`src/srse_pkg.sv`:
```
package srse_pkg;

  typedef struct packed {
    logic               action;
    logic signed [31:0] first_operand;
    logic signed [31:0] second_operand;
  } srse_req_t;

  typedef struct packed {
    logic signed [42:0] range_sum;
    logic               adds_dropped;
  } srse_rsp_t;

  typedef enum logic [2:0] {
    RD_MID,
    RD_J,
    RD_JM1,
    RD_KM1,
    RD_CHI_M1,
    RD_CLO_M1
  } srse_rd_sel_e;

  typedef enum logic [1:0] {
    PH_ADD,
    PH_QHI,
    PH_QLO
  } srse_phase_e;

  typedef enum logic [3:0] {
    ST_IDLE,
    ST_SRD,
    ST_SCMP,
    ST_UPD_RD,
    ST_UPD_WR,
    ST_SH_RD,
    ST_SH_WR,
    ST_INS_RD,
    ST_INS_WR,
    ST_Q_RD_HI,
    ST_Q_RD_LO,
    ST_Q_OUT
  } srse_state_e;

  typedef struct packed {
    logic         ld;
    logic         srch_init;
    logic         srch_incl;
    logic         srch_x_b;
    logic         srch_step;
    logic         j_init_k;
    logic         j_init_u;
    logic         j_inc;
    logic         j_dec;
    srse_rd_sel_e rd_sel;
    logic         wr_en;
    logic         wr_ins;
    logic         u_inc;
    logic         cnt_inc;
    logic         ovf_set;
    logic         save_chi;
    logic         save_hisum;
    logic         out_fire;
  } srse_cmd_t;

  typedef struct packed {
    logic srch_done;
    logic found;
    logic j_lt_u;
    logic j_gt_k;
    logic full;
  } srse_stat_t;

endpackage

```
`src/srse_ctrl.sv`:
```
module srse_ctrl
  import srse_pkg::*;
(
  input  logic       clk_i,
  input  logic       rst_ni,
  input  logic       start,
  input  logic       action_i,
  input  srse_stat_t stat_i,
  output srse_cmd_t  cmd_o,
  output logic       busy
);

  srse_state_e state_q, state_d;
  srse_phase_e phase_q, phase_d;

  always_ff @(posedge clk_i or negedge rst_ni) begin
    if (!rst_ni) begin
      state_q <= ST_IDLE;
      phase_q <= PH_ADD;
    end else begin
      state_q <= state_d;
      phase_q <= phase_d;
    end
  end

  always_comb begin
    state_d = state_q;
    phase_d = phase_q;
    cmd_o   = '0;
    cmd_o.rd_sel = RD_MID;
    busy    = (state_q != ST_IDLE);
    unique case (state_q)
      ST_IDLE: begin
        if (start) begin
          cmd_o.ld = 1'b1;
          if (action_i) begin
            cmd_o.srch_init = 1'b1;
            cmd_o.srch_incl = 1'b1;
            cmd_o.srch_x_b  = 1'b1;
            phase_d = PH_QHI;
            state_d = ST_SRD;
          end else if (stat_i.full) begin
            cmd_o.ovf_set = 1'b1;
          end else begin
            cmd_o.cnt_inc   = 1'b1;
            cmd_o.srch_init = 1'b1;
            phase_d = PH_ADD;
            state_d = ST_SRD;
          end
        end
      end
      ST_SRD: begin
        if (stat_i.srch_done) begin
          unique case (phase_q)
            PH_ADD: begin
              if (stat_i.found) begin
                cmd_o.j_init_k = 1'b1;
                state_d = ST_UPD_RD;
              end else begin
                cmd_o.j_init_u = 1'b1;
                state_d = ST_SH_RD;
              end
            end
            PH_QHI: begin
              cmd_o.save_chi  = 1'b1;
              cmd_o.srch_init = 1'b1;
              phase_d = PH_QLO;
            end
            default: begin
              state_d = ST_Q_RD_HI;
            end
          endcase
        end else begin
          cmd_o.rd_sel = RD_MID;
          state_d = ST_SCMP;
        end
      end
      ST_SCMP: begin
        cmd_o.srch_step = 1'b1;
        state_d = ST_SRD;
      end
      ST_UPD_RD: begin
        cmd_o.rd_sel = RD_J;
        state_d = stat_i.j_lt_u ? ST_UPD_WR : ST_IDLE;
      end
      ST_UPD_WR: begin
        cmd_o.wr_en = 1'b1;
        cmd_o.j_inc = 1'b1;
        state_d = ST_UPD_RD;
      end
      ST_SH_RD: begin
        cmd_o.rd_sel = RD_JM1;
        state_d = stat_i.j_gt_k ? ST_SH_WR : ST_INS_RD;
      end
      ST_SH_WR: begin
        cmd_o.wr_en = 1'b1;
        cmd_o.j_dec = 1'b1;
        state_d = ST_SH_RD;
      end
      ST_INS_RD: begin
        cmd_o.rd_sel = RD_KM1;
        state_d = ST_INS_WR;
      end
      ST_INS_WR: begin
        cmd_o.wr_en  = 1'b1;
        cmd_o.wr_ins = 1'b1;
        cmd_o.u_inc  = 1'b1;
        state_d = ST_IDLE;
      end
      ST_Q_RD_HI: begin
        cmd_o.rd_sel = RD_CHI_M1;
        state_d = ST_Q_RD_LO;
      end
      ST_Q_RD_LO: begin
        cmd_o.save_hisum = 1'b1;
        cmd_o.rd_sel = RD_CLO_M1;
        state_d = ST_Q_OUT;
      end
      ST_Q_OUT: begin
        cmd_o.out_fire = 1'b1;
        state_d = ST_IDLE;
      end
      default: begin
        state_d = ST_IDLE;
      end
    endcase
  end

endmodule

```
`config.mk`:
```
export PLATFORM = sky130hd
export DESIGN_NAME = srse_ctrl
export DESIGN_NICKNAME = d
export VERILOG_FILES = /design/src/srse_pkg.sv /design/src/srse_ctrl.sv
export SDC_FILE = /design/constraint.sdc
export NUM_CORES = 1
export LEC_CHECK = 0
export ABC_CLOCK_PERIOD_IN_PS = 1400
export BUFFER_PORTS_ARGS = -buffer_cell sky130_fd_sc_hd__buf_4
export CAP_MARGIN = 30
export CORE_MARGIN = 2
export CORE_UTILIZATION = 35
export CTS_CLUSTER_SIZE = 8
export DETAILED_ROUTE_END_ITERATION = 12
export PLACE_DENSITY_LB_ADDON = 0.25
export SYNTH_ARGS = -nofsm -noshare
export SYNTH_HDL_FRONTEND = slang
export SYNTH_SLANG_ARGS = --single-unit
```
`constraint.sdc`:
```
create_clock -name clk_i -period 1.4 [get_ports clk_i]
set_clock_uncertainty 0.1 [all_clocks]
set_input_delay 0.28 -clock clk_i [delete_from_list [all_inputs] [get_ports clk_i]]
set_output_delay 0.28 -clock clk_i [all_outputs]
set_load 0.02 [all_outputs]
```
==> metrics.md, run 1 <==
| Metric | Value |
|---|---|
| Outcome | aborted with a tool error |
| Last stage | global routing (5_1_grt) |
| Tool error | [ERROR DPL-0038] Utilization greater than 100%, impossible to legalize |
| Synth area leaders | dfrtp_1 26%, o21ai_1 5.3%, nor2_1 4.6%, nor4_2 4.4%, inv_1 4.0% |
| Clock Sink Count | 6 |
| Max clock buf depth | 2 |
| Top cells by count, synth | 7 x nor2_1, 6 x dfrtp_1, 6 x inv_1, 6 x o21ai_1 |
| Ys async rst share | 1.00 |
| WEP type | top-level output |
| Cells after DPL | 135 |
| Top_reg_cell synth | dfrtp_1 |
| Depth of the CTS H-tree | 1 |
| Placed cell area | 0.00107 mm² |
| Seq/Total Area, Yosys | 0.264 |
| Grt repair worst endpoint | cmd_o[18] |
| Netlist cell types | 35 |
| Mapped Area | 568 µm² |
| CTS buffer count | 3 |
| Die height | 44.3 µm |
| Starting Density | 0.377 |
| Post-synth EDFFs | 0 |
| Syn_nets | 82 |
| Area leader, netlist | dfrtp_1 |
| Most numerous cell in the Yosys netlist | nor2_1 |
| Yosys Warn Count | 0 |
| Synth Instances | 73 |
| Largest net degree at the start of global routing | 9 |
| PortBufs | 29 |
| Post-synth top area share | 0.264 |
| Yosys reg bits | 6 |
| Io pins | 30 |
| Detailed Place HPWL | 1510 µm |
| Standard-cell rows | 14 |
| CTS Root Cell | clkbuf_4 |
| Syn Area/Cell | 7.78 µm² |
| Die Wd | 44.3 µm |
| Final Wtd Congestion | 0.802 |
[what timing repair did]
item / 4_1_cts
setup buffers: 15
hold endpoints to repair: 6
cloned: 1
setup endpoints to repair: 27
resized for setup: 41
pin swaps: 11
hold buffers: 1
[cells by family after synthesis]
kind of cell | Yosys count | share of synthesized area
buffers and inverters | 13 | 0.108
flip-flops | 6 | 0.264
AO/OA/AOI/OAI | 20 | 0.227
XOR/XNOR | 1 | 0.0154
AND/OR/NAND/NOR | 31 | 0.350
multiplexers | 2 | 0.0352
[per-stage QoR]
step | setup slack [ns] | utilization | TNS, ns | hold WS, ns
CTS | -0.474 | 0.914 | -9.39 | 0.265
detailed placement | -0.249 | 0.711 | -3.85 | -0.00886
floorplan | -0.225 | - | -1.43 | -0.116
global placement | -0.172 | 0.711 | -2.66 | -0.0128
==> inputs of run 2 (changes only) <==
Settings changed: ABC_CLOCK_PERIOD_IN_PS 1400 to 1800, CORE_AREA set to 2 2 63 65, CORE_MARGIN 2 to unset, CORE_UTILIZATION 35 to unset, CTS_CLUSTER_SIZE 8 to unset, DIE_AREA set to 0 0 65 67, PLACE_DENSITY_LB_ADDON 0.25 to 0.15.
Clock period 1.4 ns to 1.8 ns, I/O delays scaled along.
==> run 2 against run 1 <==
The flow now finishes, with violations (negative setup slack). Synthesized area unchanged. Synthesized cell count unchanged.
==> metrics.md, run 2 <==
| Metric | Value |
|---|---|
| Drt total wl | 1790 µm |
| PortBufs | 29 (unchanged) |
| Worst-margin pin slew | 0.357 ns |
| Max VDD drop | 616 µV |
| Fmax | 533 MHz |
| Final net count | 122 |
| Vias per cell | 4.14 |
| Sw Ratio | 0.454 |
| Max FFs per register | 4 |
| FILL cells | 397 |
| Max stage delay on crit path | 0.40 ns |
| Remaining antenna violation count | 0 |
| Drt pass-1 iters | 2 |
| Top_reg_cell synth | dfrtp_1 |
| Clock power frac | 0.127 |
| Starting Density | 0.158 (-0.220) |
| Max clock buf depth | 2 (unchanged) |
| Total inserted antenna cells | 0 |
| Via Count | 658 |
| Seq pwr share | 0.196 |
| Initial DRC Count | 17 |
| Relative slew slack | 0.762 |
| Depth of the CTS H-tree | 1 (unchanged) |
| Final setup fails | 7 |
| Global Route Usage Sum | 0.0863 |
| Logic gate share of total power | 0.677 |
| Standard-cell rows | 22 (+8) |
| Clock Sink Count | 6 (unchanged) |
| Syn_nets | 82 (unchanged) |
| Largest registers | state_q x4, phase_q x2 |
| Core area | 0.00361 mm² |
| Met2 Routed Length | 799 µm |
| GRT Residual Overflow | 0 |
| Max-slew violations | 0 |
| Post-synth EDFFs | 0 (unchanged) |
| Core Util, Final | 0.302 |
| Top cells by count, synth | 7 x nor2_1, 6 x dfrtp_1, 6 x inv_1, 6 x o21ai_1 |
| Commonest cells after routing, fill and taps aside | 33 x buf_4, 7 x buf_6, 6 x o21ai_1 |
| Post-route cell area | 0.00109 mm² |
| Post-synth top area share | 0.264 (unchanged) |
| Final Wtd Congestion | 0.724 (-9.7%) |
| CTS tree | yes |
| Slowest CP cell | dfrtp_1 |
| Critical Path, Cell by Cell | nor4_4 -> nand2_2 -> o21ai_1 -> buf_4 |
| Routed metal-1 wire length | 835 µm |
| Max-cap violations | 0 |
| Yosys reg bits | 6 (unchanged) |
| Setup WS pre-CTS | 0.120 ns (+0.369 ns) |
| Io pins | 30 (unchanged) |
| Synth area leaders | dfrtp_1 26%, o21ai_1 5.3%, nor2_1 4.6%, nor4_2 4.4%, inv_1 4.0% |
| Detailed Place HPWL | 1400 µm (-7.6%) |
| Netlist cell types | 35 (unchanged) |
| Ys async rst share | 1.00 (unchanged) |
| Crit path time final | 1.88 ns |
| Worst Hold Class | in2reg |
| Syn Area/Cell | 7.78 µm² (unchanged) |
| Routed wire per std cell | 11.3 µm |
| Total power | 1.55 mW |
| RSZ-0062 raised after global routing | yes |
| Most flops, register | state_q |
| Mapped Area | 568 µm² (unchanged) |
| Outcome | finished with violations |
| Failing checks | negative setup slack |
| CTS buffer count | 3 (unchanged) |
| CTS Root Cell | clkbuf_8 |
| Die area | 0.00436 mm² |
| WL met3 | 119 µm |
| Worst-Skew Late Latency | 0.22 ns |
| Worst setup margin | -0.0759 ns |
| Top layer in use | met4 |
| Initial antenna violation count | 0 |
| Most numerous cell in the Yosys netlist | nor2_1 |
| Largest net degree at the start of global routing | 14 |
| Worst Path Buf+Inv | 1 |
| Critical path class | reg2out |
| Commonest non-fill, non-tap cell in the layout | buf_4 |
| Switching power | 703 µW |
| Worst path top cell family by delay | simple AND/OR/NAND/NOR gates |
| CP Capture Type | output pin |
| Global-route wire length before repair | 2850 µm |
| Required time of the critical path | 1.34 ns |
| Placed cell area | 875 µm² (-18%) |
| Final hold vios | 0 |
| Die Wd | 65 µm (+47%) |
| Internal power | 846 µW |
| Period utilization | 1.04 |
| Synth Instances | 73 (unchanged) |
| Total leakage power | 0.498 nW |
| Layout area overhead | 91.9% |
| Area leader, netlist | dfrtp_1 |
| Seq/Total Area, Yosys | 0.264 (unchanged) |
| Yosys Warn Count | 0 (unchanged) |
| Vias in the first global route | 628 |
| Share of cells above drive strength 1 | 0.595 |
| Residual DRC | 0 |
| Clk slew on worst S/H paths | 0.04 ns |
| Die height | 67 µm (+51%) |
| Crit start category | register |
| WP data arrival | 1.42 ns |
| Hold WS | 0.370 ns |
| Crit path max fanout | 7 |
| Cell Pwr Density | 1420 mW/mm² |
==> run 2: cell counts after synthesis <==
Identical to the previous run, type by type.
==> run 2: path summary, 6_finish.rpt <==
| path | cells after the start | startpoint | endpoint | slack [ns] |
|---|---|---|---|---|
| worst max-delay path | 4 | state_q[0] | cmd_o[18] | -0.08 |
| worst min-delay path | 3 | action_i | phase_q[0] | 0.37 |
| worst max register to register | 7 | state_q[3] | state_q[1] | 0.19 |
| worst min register to register | 3 | state_q[0] | phase_q[0] | 0.64 |
| max in group asynchronous | 2 | rst_ni | state_q[3] | 1.09 |
| min in group asynchronous | 2 | rst_ni | state_q[2] | 0.38 |
==> run 2: repair_timing <==
action / CTS / global route
setup endpoints to repair: 14 / 16
hold endpoints to repair: 6 / 0
gates resized for setup: 12 / 14
hold buffers: 1 / 0
pin swaps: 2 / 3
buffers inserted: 0 / 5
==> run 2: final cells by class <==
class                   count  area [µm²]  area share
multi-input cells          54         473       0.434
repair buffers             41         337       0.309
flip-flops and latches      6         153       0.140
well taps                  48        60.1      0.0551
clock buffers               3        41.3      0.0379
inverters                   7        26.3      0.0241
==> run 2: logic make-up after synthesis <==
kind of cell / Yosys count / synth area share
multiplexers: 2 / 0.0352
buffers and inverters: 13 / 0.108
flip-flops: 6 / 0.264
AO/OA/AOI/OAI: 20 / 0.227
XOR/XNOR: 1 / 0.0154
AND/OR/NAND/NOR: 31 / 0.350
==> run 2: power groups by stage <==
stage | clock [mW] | sequential, mW | combinational, mW
final | 0.197 | 0.304 | 1.05
after global routing | 0.211 | 0.315 | 1.14
after CTS | 0.204 | 0.289 | 0.934
after detailed placement | 0 | 0.270 | 0.867
after global placement | 0 | 0.270 | 0.869
after floorplan | 0 | 0.255 | 0.575
==> run 2: per-stage QoR <==
| stage | instances | TNS, ns |
|---|---|---|
| floorplan | 73 | -0.0372 |
| global placement | 150 | 0 |
| detailed placement | 150 | 0 |
| CTS | 154 | -0.471 |
| global route | 159 | -1.27 |
| finish | 159 | -0.358 |
==> run 2: routing by layer <==
layer	vias up	track usage
met1	292	0.106
met3	4	0.0203
li1	335	-
met5	-	0
met2	27	0.134
met4	0	0.0559
==> run 2: tightest hold or removal path, stage by stage <==
cell     delay, ns
buf_4         0.12
inv_1         0.07
o22ai_1       0.09
Power figures use the tool's default switching activity.
==> inputs of run 3 (changes only) <==
Settings changed: ABC_CLOCK_PERIOD_IN_PS 1800 to 2000.
Clock period 1.8 ns to 2 ns, I/O delays scaled along.
==> run 3 against run 2 <==
The run now ends clean. Register-to-register slack better by 0.30 ns. Clock power shrank 9%. Sequential share of layout area up 2.0 points. Sequential power down 15%. Die area did not move. Setup slack improved by 0.089 ns. First-iteration DRC count grew 41%. Final area decreased by 13%. Total power decreased by 20%. Critical endpoint unchanged.
==> metrics.md, run 3 (synthesis gave the netlist of run 2 again) <==
| Metric | Value |
|---|---|
| Outcome | completed |
| Total power | 1.24 mW (-20%) |
| Worst-Skew Late Latency | 0.22 ns (about the same) |
| Global Route Usage Sum | 0.0820 (-0.00437) |
| Commonest cells after routing, fill and taps aside | 36 x buf_4, 7 x nor2_1, 6 x inv_1, 6 x o21ai_1, 4 x dfrtp_1 |
| Die area | 0.00436 mm² (unchanged) |
| FILL cells | 393 (-1.0%) |
| Share of cells above drive strength 1 | 0.505 (-0.0899) |
| Final net count | 118 (-3.3%) |
| Detailed Place HPWL | 1360 µm (-3.0%) |
| Largest registers | state_q x4, phase_q x2 |
| Clk slew on worst S/H paths | 0.04 ns (about the same) |
| Core area | 0.00361 mm² (unchanged) |
| Remaining antenna violation count | 0 (unchanged) |
| Die height | 67 µm (unchanged) |
| Standard-cell rows | 22 (unchanged) |
| Most flops, register | state_q |
| Residual DRC | 0 (unchanged) |
| RSZ-0062 raised after global routing | yes |
| Placed cell area | 852 µm² (-2.6%) |
| Crit start category | register |
| Switching power | 558 µW (-21%) |
| PortBufs | 29 (unchanged) |
| Worst-margin pin slew | 0.301 ns (-0.0563 ns) |
| Total leakage power | 0.451 nW (-9.4%) |
| Final Wtd Congestion | 0.720 (-0.61%) |
| Vias in the first global route | 587 (-6.5%) |
| Drt pass-1 iters | 3 (+1) |
| Clock Sink Count | 6 (unchanged) |
| Max FFs per register | 4 (unchanged) |
| Worst setup margin | 0.0126 ns (+0.0886 ns) |
| Seq pwr share | 0.209 (+0.013) |
| Clock power frac | 0.145 (+0.018) |
| Fmax | 503 MHz |
| CTS tree | yes |
| FF+latch area | 153 µm² (unchanged) |
| Largest net degree at the start of global routing | 14 (unchanged) |
| Required time of the critical path | 1.50 ns (+0.16 ns) |
| Post-route cell area | 951 µm² (-13%) |
| Relative slew slack | 0.798 (+0.0360) |
| Max-cap violations | 0 (unchanged) |
| CTS Root Cell | clkbuf_8 |
| Vias per cell | 4.04 (-2.4%) |
| Io pins | 30 (unchanged) |
| Crit path max fanout | 7 (unchanged) |
| Final hold vios | 0 (unchanged) |
| Core Util, Final | 0.264 (-0.0385) |
| Worst Hold Class | in2reg |
| Layout area overhead | 67.4% |
| Starting Density | 0.158 (unchanged) |
| Commonest non-fill, non-tap cell in the layout | buf_4 |
| Cell Pwr Density | 1300 mW/mm² (-8.6%) |
| Die Wd | 65 µm (unchanged) |
| Logic gate share of total power | 0.646 (-0.031) |
| CTS buffer count | 3 (unchanged) |
| Internal power | 677 µW (-20%) |
| Crit path time final | 1.99 ns |
| Max VDD drop | 493 µV (-20%) |
| Multi-input logic area | 390 µm² (-17%) |
| Total inserted antenna cells | 0 (unchanged) |
| Initial DRC Count | 24 (+7) |
| Initial antenna violation count | 0 (unchanged) |
| Drt total wl | 1710 µm (-4.3%) |
| Period utilization | 0.994 |
| Setup WS pre-CTS | 0.183 ns (+0.0628 ns) |
| Max-slew violations | 0 (unchanged) |
| Max clock buf depth | 2 (unchanged) |
| Setup Total Neg Slack | 0 ns (+0.358 ns) |
| WP data arrival | 1.49 ns (+0.07 ns) |
| Global-route wire length before repair | 2760 µm (-3.1%) |
| Depth of the CTS H-tree | 1 (unchanged) |
| Sw Ratio | 0.452 (-0.00223) |
| Via Count | 626 (-4.9%) |
| Final setup fails | 0 (-7) |
| CP Capture Type | output pin |
| Critical path class | reg2out |
| GRT Residual Overflow | 0 (unchanged) |
| Routed wire per std cell | 11.1 µm (-1.8%) |
run 3: cell count changes in the layout (fill, tap and decap cells not counted), moves of 2 or more:
cell / delta
nand2b_1: +2
nand2b_4: -3
nor2_1: +2
buf_6: -7
nor2_2: -2
buf_4: +3
run 3: final timing paths:
| kind | start | end | slack, ns | cells after the start |
|---|---|---|---|---|
| worst max-delay path | state_q[0] | cmd_o[18] | 0.01 | 4 |
| worst min register to register | phase_q[1] | phase_q[1] | 0.59 | 1 |
| min in group asynchronous | rst_ni | state_q[0] | 0.43 | 2 |
| max in group asynchronous | rst_ni | state_q[2] | 1.24 | 2 |
| worst max register to register | state_q[0] | phase_q[0] | 0.49 | 5 |
| worst min-delay path | stat_i[3] | state_q[2] | 0.39 | 3 |
run 3: worst max-delay path, stage by stage, from the launching register on:
cell	delay, ns
dfrtp_1	0.40
nor4_4	0.37
nand2_2	0.16
o21ai_1	0.17
buf_4	0.16
run 3: per-stage QoR:
stage          instances  hold WS [ns]
3_3_place_gp         148         0.119
5_1_grt              155         0.407
2_1_floorplan         73       0.00441
6_report             155         0.393
4_1_cts              152         0.389
3_5_place_dp         148         0.120
run 3: power by group through the flow:
stage | clock network [mW] | registers (mW) | logic [mW]
final | 0.180 | 0.258 | 0.798
after global routing | 0.190 | 0.270 | 0.872
after detailed placement | 0 | 0.250 | 0.748
after floorplan | 0 | 0.229 | 0.514
after global placement | 0 | 0.249 | 0.750
after CTS | 0.185 | 0.258 | 0.768
run 3: what timing repair did:
action                                  4_1_cts  5_1_grt
hold buffers                                  1        0
gates resized for setup                       2        5
endpoints found under the setup margin        4        9
setup buffers                                 0        3
hold endpoints to repair                      6        0
run 3: layer usage:
metal | vias up | wire (µm) | track usage
met3 | 2 | 122 | 0.0203
met2 | 25 | 756 | 0.128
met4 | 0 | 17 | 0.0399
li1 | 324 | - | -
met1 | 275 | 818 | 0.105
met5 | - | 0 | 0
run 3: cell type report:
cell class	instances	share of cell area
tap	48	0.0632
timing repair buffer	37	0.295
inverter	7	0.0276
multi-input combinational	54	0.411
clock buffer	3	0.0434
sequential	6	0.161
